## src/rtl/assert_macros.svh

```systemverilog
// assertion macros shared by the cache modules
// no dependencies; included by the files that carry checks
`ifndef ASSERT_MACROS_SVH
`define ASSERT_MACROS_SVH

// checked at every clock edge outside reset
`define ACACHE_ASSERT(lbl, clk, rst_n, prop, msg) \
  lbl: assert property (@(posedge clk) disable iff (!rst_n) prop) else $error(msg);

// checked at every clock edge, reset included
`define ACACHE_ASSERT_ALWAYS(lbl, clk, prop, msg) \
  lbl: assert property (@(posedge clk) prop) else $error(msg);

`endif

```

## src/rtl/acache_pkg.sv

```systemverilog
// types, codes and default sizes for the associative cache
// no dependencies; imported by every cache module
package acache_pkg;

  localparam int WAYS_DEF       = 16;
  localparam int KEY_BITS_DEF   = 64;
  localparam int VALUE_BITS_DEF = 64;
  localparam int COUNT_BITS_DEF = 16;

  localparam int KEY_W   = 64;
  localparam int VALUE_W = 64;
  localparam int INDEX_W = 4;

  typedef enum logic {
    KIND_LOOKUP = 1'b0,
    KIND_FILL   = 1'b1
  } kind_e;

  typedef enum logic {
    POLICY_LRU = 1'b0,
    POLICY_LFU = 1'b1
  } policy_e;

  typedef struct packed {
    kind_e              kind;
    logic [KEY_W-1:0]   lookup_key;
    logic [VALUE_W-1:0] fill_value;
  } acache_in_t;

  typedef struct packed {
    logic               hit;
    logic [INDEX_W-1:0] entry_index;
    logic [VALUE_W-1:0] read_value;
    logic               error;
  } acache_out_t;

  // controller to datapath
  typedef struct packed {
    logic capture;
    logic match;
    logic touch;
    logic scan_step;
    logic write;
    logic respond;
  } acache_cmd_t;

  // datapath to controller
  typedef struct packed {
    logic is_fill;
    logic found;
    logic free_found;
    logic scan_last;
    logic out_free;
  } acache_stat_t;

endpackage

```

## src/rtl/acache_ctrl.sv

```systemverilog
// sequencer of the associative cache: match, touch, victim scan, write, respond
// depends on acache_pkg and assert_macros.svh
`include "assert_macros.svh"

module acache_ctrl (
  input  logic                      clk_i,
  input  logic                      rst_ni,
  input  logic                      in_valid_i,
  output logic                      in_ready_o,
  input  acache_pkg::acache_stat_t  stat_i,
  output acache_pkg::acache_cmd_t   cmd_o
);
  import acache_pkg::*;

  localparam logic [2:0] S_IDLE  = 3'd0;
  localparam logic [2:0] S_MATCH = 3'd1;
  localparam logic [2:0] S_TOUCH = 3'd2;
  localparam logic [2:0] S_SCAN  = 3'd3;
  localparam logic [2:0] S_WRITE = 3'd4;
  localparam logic [2:0] S_RESP  = 3'd5;

  logic [2:0] state_q, state_d;
  logic       in_ready;

  always_comb begin
    cmd_o    = '0;
    state_d  = state_q;
    in_ready = 1'b0;
    unique case (state_q)
      S_IDLE: begin
        in_ready = 1'b1;
      end
      S_MATCH: begin
        cmd_o.match = 1'b1;
        if (!stat_i.is_fill) begin
          state_d = stat_i.found ? S_TOUCH : S_RESP;
        end else if (stat_i.found) begin
          state_d = S_RESP;
        end else if (stat_i.free_found) begin
          state_d = S_WRITE;
        end else begin
          state_d = S_SCAN;
        end
      end
      S_TOUCH: begin
        cmd_o.touch = 1'b1;
        state_d     = S_RESP;
      end
      S_SCAN: begin
        cmd_o.scan_step = 1'b1;
        if (stat_i.scan_last) begin
          state_d = S_WRITE;
        end
      end
      S_WRITE: begin
        cmd_o.write = 1'b1;
        state_d     = S_RESP;
      end
      S_RESP: begin
        // next beat may enter as this result lands in the output register
        if (stat_i.out_free) begin
          cmd_o.respond = 1'b1;
          in_ready      = 1'b1;
          state_d       = S_IDLE;
        end
      end
      default: begin
        state_d = S_IDLE;
      end
    endcase
    cmd_o.capture = in_valid_i && in_ready;
    if (cmd_o.capture) begin
      state_d = S_MATCH;
    end
  end

  assign in_ready_o = in_ready;

  always_ff @(posedge clk_i or negedge rst_ni) begin
    if (!rst_ni) begin
      state_q <= S_IDLE;
    end else begin
      state_q <= state_d;
    end
  end

  `ACACHE_ASSERT(a_capture_to_match, clk_i, rst_ni, cmd_o.capture |=> state_q == S_MATCH, "capture did not start a match")
  `ACACHE_ASSERT(a_single_action, clk_i, rst_ni, $onehot0({cmd_o.match, cmd_o.touch, cmd_o.scan_step, cmd_o.write, cmd_o.respond}), "more than one datapath action")
  `ACACHE_ASSERT(a_scan_to_write, clk_i, rst_ni, (state_q == S_SCAN && stat_i.scan_last) |=> state_q == S_WRITE, "victim scan did not end in a write")

endmodule

```

## src/rtl/acache_dp.sv

```systemverilog
// datapath of the associative cache: key cells, ages, counts, value memory
// depends on acache_pkg and assert_macros.svh
`include "assert_macros.svh"

module acache_dp #(
  parameter int WAYS       = acache_pkg::WAYS_DEF,
  parameter int KEY_BITS   = acache_pkg::KEY_BITS_DEF,
  parameter int VALUE_BITS = acache_pkg::VALUE_BITS_DEF,
  parameter int COUNT_BITS = acache_pkg::COUNT_BITS_DEF
) (
  input  logic                      clk_i,
  input  logic                      rst_ni,
  input  acache_pkg::policy_e       policy_i,
  input  acache_pkg::acache_in_t    in_data_i,
  input  acache_pkg::acache_cmd_t   cmd_i,
  output acache_pkg::acache_stat_t  stat_o,
  input  logic                      out_ready_i,
  output logic                      out_valid_o,
  output acache_pkg::acache_out_t   out_data_o
);
  import acache_pkg::*;

  localparam int IDX_BITS = $clog2(WAYS);
  localparam int AGE_BITS = IDX_BITS;
  localparam logic [AGE_BITS-1:0]   AGE_MAX  = AGE_BITS'(WAYS - 1);
  localparam logic [COUNT_BITS-1:0] CNT_MAX  = '1;
  localparam logic [IDX_BITS-1:0]   IDX_LAST = IDX_BITS'(WAYS - 1);

  // current item
  kind_e                 kind_q;
  logic [KEY_BITS-1:0]   key_q;
  logic [VALUE_BITS-1:0] val_q;

  // table
  logic [WAYS-1:0]       valid_q;
  logic [KEY_BITS-1:0]   key_store_q [WAYS];
  logic [AGE_BITS-1:0]   age_q [WAYS];
  logic [COUNT_BITS-1:0] cnt_q [WAYS];
  logic [VALUE_BITS-1:0] value_mem [WAYS];
  logic [VALUE_BITS-1:0] rdata_q;

  logic [IDX_BITS-1:0]   sel_idx_q;
  logic                  hit_q;
  logic                  err_q;
  logic [IDX_BITS-1:0]   scan_idx_q;
  logic [IDX_BITS-1:0]   best_idx_q;
  logic [AGE_BITS-1:0]   best_age_q;
  logic [COUNT_BITS-1:0] best_cnt_q;

  logic                  out_valid_q;
  acache_out_t           out_q;

  logic                  found;
  logic [IDX_BITS-1:0]   match_idx;
  logic                  free_found;
  logic [IDX_BITS-1:0]   free_idx;
  logic [IDX_BITS-1:0]   rd_idx;
  logic [AGE_BITS-1:0]   age_rd;
  logic [COUNT_BITS-1:0] cnt_rd;
  logic                  take;

  // parallel key compare, lowest matching and lowest free entry win
  always_comb begin
    found      = 1'b0;
    match_idx  = '0;
    free_found = 1'b0;
    free_idx   = '0;
    for (int i = WAYS - 1; i >= 0; i--) begin
      if (valid_q[i] && key_store_q[i] == key_q) begin
        found     = 1'b1;
        match_idx = IDX_BITS'(i);
      end
      if (!valid_q[i]) begin
        free_found = 1'b1;
        free_idx   = IDX_BITS'(i);
      end
    end
  end

  // one read port on ages and counts, shared by touch and victim scan
  assign rd_idx = cmd_i.scan_step ? scan_idx_q : sel_idx_q;
  assign age_rd = age_q[rd_idx];
  assign cnt_rd = cnt_q[rd_idx];

  // lru keeps the first oldest entry, lfu the last least used one
  assign take = (scan_idx_q == '0) ||
                ((policy_i == POLICY_LFU) ? (cnt_rd <= best_cnt_q) : (age_rd > best_age_q));

  always_ff @(posedge clk_i or negedge rst_ni) begin
    if (!rst_ni) begin
      valid_q <= '0;
      age_q   <= '{default: '0};
      cnt_q   <= '{default: '0};
    end else begin
      if (cmd_i.touch) begin
        if (policy_i == POLICY_LRU) begin
          for (int i = 0; i < WAYS; i++) begin
            if (IDX_BITS'(i) == sel_idx_q) begin
              age_q[i] <= '0;
            end else if (valid_q[i] && age_q[i] < age_rd) begin
              age_q[i] <= age_q[i] + AGE_BITS'(1);
            end
          end
        end else if (cnt_rd != CNT_MAX) begin
          cnt_q[sel_idx_q] <= cnt_rd + COUNT_BITS'(1);
        end
      end
      if (cmd_i.write) begin
        valid_q[sel_idx_q] <= 1'b1;
        if (policy_i == POLICY_LRU) begin
          // new entry enters as the oldest and is then touched
          for (int i = 0; i < WAYS; i++) begin
            if (IDX_BITS'(i) == sel_idx_q) begin
              age_q[i] <= '0;
            end else if (valid_q[i] && age_q[i] < AGE_MAX) begin
              age_q[i] <= age_q[i] + AGE_BITS'(1);
            end
          end
        end else begin
          cnt_q[sel_idx_q] <= COUNT_BITS'(1);
        end
      end
    end
  end

  always_ff @(posedge clk_i or negedge rst_ni) begin
    if (!rst_ni) begin
      scan_idx_q  <= '0;
      out_valid_q <= 1'b0;
    end else begin
      if (cmd_i.match) begin
        scan_idx_q <= '0;
      end else if (cmd_i.scan_step) begin
        scan_idx_q <= scan_idx_q + IDX_BITS'(1);
      end
      if (cmd_i.respond) begin
        out_valid_q <= 1'b1;
      end else if (out_ready_i) begin
        out_valid_q <= 1'b0;
      end
    end
  end

  always_ff @(posedge clk_i) begin
    if (cmd_i.capture) begin
      kind_q <= in_data_i.kind;
      key_q  <= in_data_i.lookup_key[KEY_BITS-1:0];
      val_q  <= in_data_i.fill_value[VALUE_BITS-1:0];
    end
    if (cmd_i.match) begin
      hit_q <= found;
      err_q <= found && (kind_q == KIND_FILL);
      if (found) begin
        sel_idx_q <= match_idx;
      end else if (kind_q == KIND_FILL) begin
        sel_idx_q <= free_idx;
      end else begin
        sel_idx_q <= '0;
      end
    end
    if (cmd_i.scan_step) begin
      if (take) begin
        best_idx_q <= scan_idx_q;
        best_age_q <= age_rd;
        best_cnt_q <= cnt_rd;
      end
      if (scan_idx_q == IDX_LAST) begin
        sel_idx_q <= take ? scan_idx_q : best_idx_q;
      end
    end
    if (cmd_i.write) begin
      key_store_q[sel_idx_q] <= key_q;
    end
    if (cmd_i.respond) begin
      out_q.hit         <= hit_q;
      out_q.entry_index <= INDEX_W'(sel_idx_q);
      out_q.read_value  <= (kind_q == KIND_LOOKUP && hit_q) ? VALUE_W'(rdata_q) : '0;
      out_q.error       <= err_q;
    end
  end

  // value memory: one write port, one registered read port
  always_ff @(posedge clk_i) begin
    if (cmd_i.write) begin
      value_mem[sel_idx_q] <= val_q;
    end
    if (cmd_i.touch) begin
      rdata_q <= value_mem[sel_idx_q];
    end
  end

  assign stat_o.is_fill    = (kind_q == KIND_FILL);
  assign stat_o.found      = found;
  assign stat_o.free_found = free_found;
  assign stat_o.scan_last  = (scan_idx_q == IDX_LAST);
  assign stat_o.out_free   = !out_valid_q || out_ready_i;

  assign out_valid_o = out_valid_q;
  assign out_data_o  = out_q;

  `ACACHE_ASSERT(a_write_sets_valid, clk_i, rst_ni, cmd_i.write |=> valid_q[$past(sel_idx_q)], "written entry not valid")
  `ACACHE_ASSERT(a_respond_when_free, clk_i, rst_ni, cmd_i.respond |-> (!out_valid_q || out_ready_i), "result overwrote a waiting beat")
  `ACACHE_ASSERT_ALWAYS(a_error_is_hit, clk_i, out_valid_q |-> (!out_q.error || out_q.hit), "error flagged without a hit")

endmodule

```

## src/rtl/assoc_cache_lru_lfu.sv

```systemverilog
// Fully associative key-value cache, WAYS entries, LRU or LFU replacement.
// Input channel in_valid_i/in_ready_o carries one beat per operation: a lookup
// of a key, or a fill of a key with a value. Output channel
// out_valid_o/out_ready_i returns exactly one beat per operation: hit flag,
// entry index, value read on a lookup hit, and an error flag for a fill of a
// key that is already present (the table is then left as it was).
// Config channel cfg_valid_i/cfg_ready_o writes the policy bit (0 LRU, 1 LFU);
// it is always ready; the user must see that it is written only while the
// cache is idle, as the block itself does not enforce it.
// A lookup miss or a duplicate fill passes match and respond; a lookup hit
// adds a touch, a fill into a free entry a write, and a fill into a full
// table a victim scan and a write, where the victim is found by a scan of
// the ages or counts at one entry per cycle through a single read port.
// The next beat is taken in the cycle the result is registered.
// A stalled receiver holds the result in the output register; one more beat
// can be taken and worked on, then the cache waits.
// Reset clears all entries, ages and counts and selects LRU.
// depends on acache_pkg, acache_ctrl and acache_dp
module assoc_cache_lru_lfu #(
  parameter int WAYS       = acache_pkg::WAYS_DEF,
  parameter int KEY_BITS   = acache_pkg::KEY_BITS_DEF,
  parameter int VALUE_BITS = acache_pkg::VALUE_BITS_DEF,
  parameter int COUNT_BITS = acache_pkg::COUNT_BITS_DEF
) (
  input  logic                     clk_i,
  input  logic                     rst_ni,
  input  logic                     cfg_valid_i,
  output logic                     cfg_ready_o,
  input  logic                     cfg_data_i,
  input  logic                     in_valid_i,
  output logic                     in_ready_o,
  input  acache_pkg::acache_in_t   in_data_i,
  output logic                     out_valid_o,
  input  logic                     out_ready_i,
  output acache_pkg::acache_out_t  out_data_o
);
  import acache_pkg::*;

  policy_e      policy_q;
  acache_cmd_t  cmd;
  acache_stat_t stat;

  assign cfg_ready_o = 1'b1;

  always_ff @(posedge clk_i or negedge rst_ni) begin
    if (!rst_ni) begin
      policy_q <= POLICY_LRU;
    end else if (cfg_valid_i && cfg_ready_o) begin
      policy_q <= policy_e'(cfg_data_i);
    end
  end

  acache_ctrl u_ctrl (
    .clk_i      (clk_i),
    .rst_ni     (rst_ni),
    .in_valid_i (in_valid_i),
    .in_ready_o (in_ready_o),
    .stat_i     (stat),
    .cmd_o      (cmd)
  );

  acache_dp #(
    .WAYS       (WAYS),
    .KEY_BITS   (KEY_BITS),
    .VALUE_BITS (VALUE_BITS),
    .COUNT_BITS (COUNT_BITS)
  ) u_dp (
    .clk_i       (clk_i),
    .rst_ni      (rst_ni),
    .policy_i    (policy_q),
    .in_data_i   (in_data_i),
    .cmd_i       (cmd),
    .stat_o      (stat),
    .out_ready_i (out_ready_i),
    .out_valid_o (out_valid_o),
    .out_data_o  (out_data_o)
  );

endmodule
```

## config.mk

```make
export PLATFORM = sky130hd
export DESIGN_NAME = assoc_cache_lru_lfu
export DESIGN_NICKNAME = d
export VERILOG_FILES = /design/src/rtl/acache_pkg.sv /design/src/rtl/acache_ctrl.sv /design/src/rtl/acache_dp.sv /design/src/rtl/assoc_cache_lru_lfu.sv
export VERILOG_INCLUDE_DIRS = /design/src /design/src/rtl
export SDC_FILE = /design/constraint.sdc
export NUM_CORES = 2
export LEC_CHECK = 0
export ABC_CLOCK_PERIOD_IN_PS = 14300
export BUFFER_PORTS_ARGS = -buffer_cell sky130_fd_sc_hd__buf_2
export CAP_MARGIN = 30
export CORE_MARGIN = 4
export CORE_UTILIZATION = 50
export DETAILED_ROUTE_END_ITERATION = 10
export PLACE_DENSITY = 0.65
export SLEW_MARGIN = 20
export SYNTH_ARGS = -nofsm -noshare
export SYNTH_HDL_FRONTEND = slang
export SYNTH_HIERARCHICAL = 1
export SYNTH_SLANG_ARGS = --single-unit
```

## constraint.sdc

```tcl
create_clock -name clk_i -period 14.3 [get_ports clk_i]
set_input_delay 2.86 -clock clk_i [delete_from_list [all_inputs] [get_ports clk_i]]
set_output_delay 2.86 -clock clk_i [all_outputs]
set_load 0.05 [all_outputs]
```

==> results_dict.tcl <==
set metrics [dict create \
    status "finished clean" \
    cts_made_buffers 300 \
    io_pins 208 \
    drv_slew 0 \
    startpoint "u_ctrl/state_q[1]" \
    design_area_um2 131400 \
    cts-resized-gates 0 \
    grt_pass1_wl_mm 488.9 \
    syn_area_per_cell_um2 15.65 \
    dieArea_um2 241200 \
    syn-instance-count 7456 \
    io_buffers 206 \
    via_per_inst 6.369 \
    gp_congestion 0.9340 \
    mappedNetlistArea_um2 116700 \
    die_h_um 491.1 \
    fin_util_pct 56.55 \
    post_cts_buffers 0 \
    min_period_ns 7.010 \
    worstPathMaxFanout 45 \
    synth.area.top_cells "edfxtp_1 60%, mux4_2 7.6%, dfrtp_1 7.4%" \
    worstMarginPinSlew_ns 1.071 \
    grt_max_degree 177 \
    initial_utilization_pct 50.24 \
    start_kind "flip-flop" \
    hold_viol_final 0 \
    p_leak_nw 43.82 \
    n_fill_cell 17880 \
    place_ws_ns 7.379 \
    grt_setup_unrepaired "no" \
    relSlewSlack_pct 27.96 \
    reg2reg_slack_ns 7.29 \
    layout_commonest_cell "edfxtp_1" \
    maxCapViolCount 0 \
    instances_no_fill 11090 \
    fmax_mhz 142.7 \
    antenna_found_initial 25 \
    ys_seq_area_share_pct 67.60 \
    clock_skew_ns 0.09416 \
    critical_path_required_ns 14.88 \
    setup_viol 0 \
    core_area_um2 232300 \
    row_count 177 \
    critPathKind "flip-flop to flip-flop" \
    root_buffer "clkbuf_16" \
    synth_nets 7678 \
    first_pass_iters 6 \
    hold_buffers 0 \
    die-width_um 491.1 \
    syn_to_final_growth_pct 12.58 \
    power_density_nw_per_um2 178.1 \
    async_flop_share_pct 12.84 \
    cts.htree.levels 5 \
    post_synth_num_cell_types 95 \
    fin_setup_tns_ns 0 \
    power_mw 23.40 \
    clk_pin_slew_worst_paths_ns 0.05 \
    rr_endpoint "u_dp/best_cnt_q[13]" \
    final_antenna_net_count 0 \
    dp_hpwl_mm 200.0 \
    synth-edff-count 2337 \
    yosysTopAreaCellShare_pct 60.13 \
    yosys_warnings 6 \
    worstHoldStart "u_dp/err_q" \
    reg2reg_from "u_ctrl/state_q[1]" \
    drt_wl_total_mm 335.6 \
    arrival_ns 7.59 \
    ys.flop_type "edfxtp_1" \
    setup_slack_ns 7.290 \
    clock-sinks 2686 \
    ys_ff_latch 2686 \
    drt_iter0_markers 9057 \
    peakVddDrop_v 0.0001478 \
    drc 0 \
    dr_total_vias 70610 \
    hold_path_class "flip-flop to flip-flop" \
    cts_tree "done" \
    final_cell_mix "2,337 x edfxtp_1, 607 x xnor2_1, 403 x nand2b_1" \
    reg2reg_depth 21 \
    cp-end-kind "flip-flop" \
    grt_pass1_vias 69580 \
    min_to "u_dp/out_data_o[0]" \
    cts_buffer_depth 4 \
    whs_ns 0.4319 \
    grt_overflow 0 \
    yosysTopAreaCell "edfxtp_1" \
    drive_gt1_share_pct 18.33 \
    min_path_cells 0 \
    dp.cells 10560 \
    fin_crit_sh_pct 49.02 \
    place_area_um2 121900 \
    wl_per_cell_um 30.27 \
    grt_usage_pct 27.51 \
    clkLatencyLatePin_ns 0.94 \
    nNetsFinal 8044 \
]
[worst max-delay path by stage]
stage,slack [ns],endpoint,cells after the start
6_report,7.29,u_dp/best_cnt_q[13],21
5_1_grt,6.88,u_dp/best_cnt_q[11],21
4_1_cts,7.31,u_dp/best_cnt_q[12],21
3_5_place_dp,7.38,u_dp/sel_idx_q[1],22
3_3_place_gp,7.15,u_dp/best_cnt_q[13],20
2_1_floorplan,5.80,u_dp/out_data_o[0],3
[power breakdown]
group,internal (mW),switching [mW]
Clock,4.44,3.04
Sequential,9.60,0.517
Combinational,2.06,3.73
[cell families after synthesis]
kind of cell	synth area share [%]
AO/OA/AOI/OAI	5.267
XOR/XNOR	6.064
adder cells (fa/ha/maj)	0.9327
buffers and inverters	1.919
flip-flops	67.60
multiplexers	7.980
other	0.003213
AND/OR/NAND/NOR	10.24
[flip-flops by register name, summed over array words and instances, names as in the netlist]
name / cells
u_dp/out_data_o: 70
u_dp/best_idx_q: 4
u_dp/age_q: 64
policy_q: 1
u_dp/best_age_q: 4
u_dp/kind_q: 1
u_dp/cnt_q: 256
u_dp/val_q: 64
u_dp/key_q: 64
u_dp/valid_q: 16
u_dp/rdata_q: 64
u_dp/key_store_q: 1024
u_dp/value_mem: 1024
u_dp/scan_idx_q: 4
u_dp/best_cnt_q: 16
u_dp/err_q: 1
u_dp/hit_q: 1
u_dp/sel_idx_q: 4
u_ctrl/state_q: 3
u_dp/out_valid_o: 1
[worst max-delay path, cell delays in order (launching register included)]
cell and delay, ns:
dfrtp_1 0.60, inv_1 0.19, nor3_2 0.18, buf_4 0.27
mux2i_4 0.83, buf_4 0.44, buf_4 0.61, mux4_2 0.40
nor2b_1 0.14, a211oi_1 0.39, a21oi_2 0.12, clkinv_1 0.34
ha_1 0.24, nor2b_1 0.05, o21a_1 0.16, o21a_1 0.16
o21ai_0 0.15, a221o_1 0.17, a41oi_1 0.23, o21a_1 0.25
nor2b_2 0.48, buf_6 0.26
[cells in the mapped netlist (all sizes together) (10+ instances only)]
| cell type | number |
|---|---|
| xnor2 | 614 |
| a21oi | 89 |
| a2111oi | 12 |
| a2bb2oi | 10 |
| a31oi | 19 |
| mux4 | 396 |
| nor3 | 70 |
| o22a | 13 |
| nand3 | 161 |
| a22oi | 41 |
| or3 | 14 |
| o22ai | 49 |
| inv | 125 |
| mux2i | 31 |
| o21bai | 16 |
| o2bb2ai | 13 |
| nor4b | 25 |
| a211oi | 246 |
| nor4 | 155 |
| nand2 | 311 |
| xor2 | 194 |
| nor2 | 355 |
| and2 | 85 |
| nand2b | 403 |
| o21ai | 142 |
| nand4 | 342 |
| or3b | 11 |
| or4 | 18 |
| o211ai | 12 |
| dfrtp | 345 |
| ha | 87 |
| buf | 187 |
| clkbuf | 188 |
| or2 | 27 |
| nor2b | 82 |
| and3 | 31 |
| a211o | 29 |
| edfxtp | 2337 |
| o2111ai | 56 |
[per-layer routing]
layer | global-route usage [%] | vias to the layer above | share of wire [%]
met5 | 0 | - | 0.029
met4 | 8.283 | 12 | 3.2
met3 | 5.152 | 668 | 9.9
met2 | 41.84 | 3839 | 45
met1 | 40.67 | 36450 | 42
li1 | - | 29650 | -
[cell type report]
class / count / area [um2] / area share, %
antenna: 2 / 5.005 / 0.003809
clock buffer: 378 / 7976 / 6.071
clock inverter: 143 / 1439 / 1.095
inverter: 126 / 478.0 / 0.3638
multi-input combinational: 4269 / 35790 / 27.24
sequential: 2686 / 78910 / 60.06
tap: 3043 / 3807 / 2.898
timing repair buffer: 439 / 2982 / 2.269
Note: power is estimated with default switching activity, not from simulation.
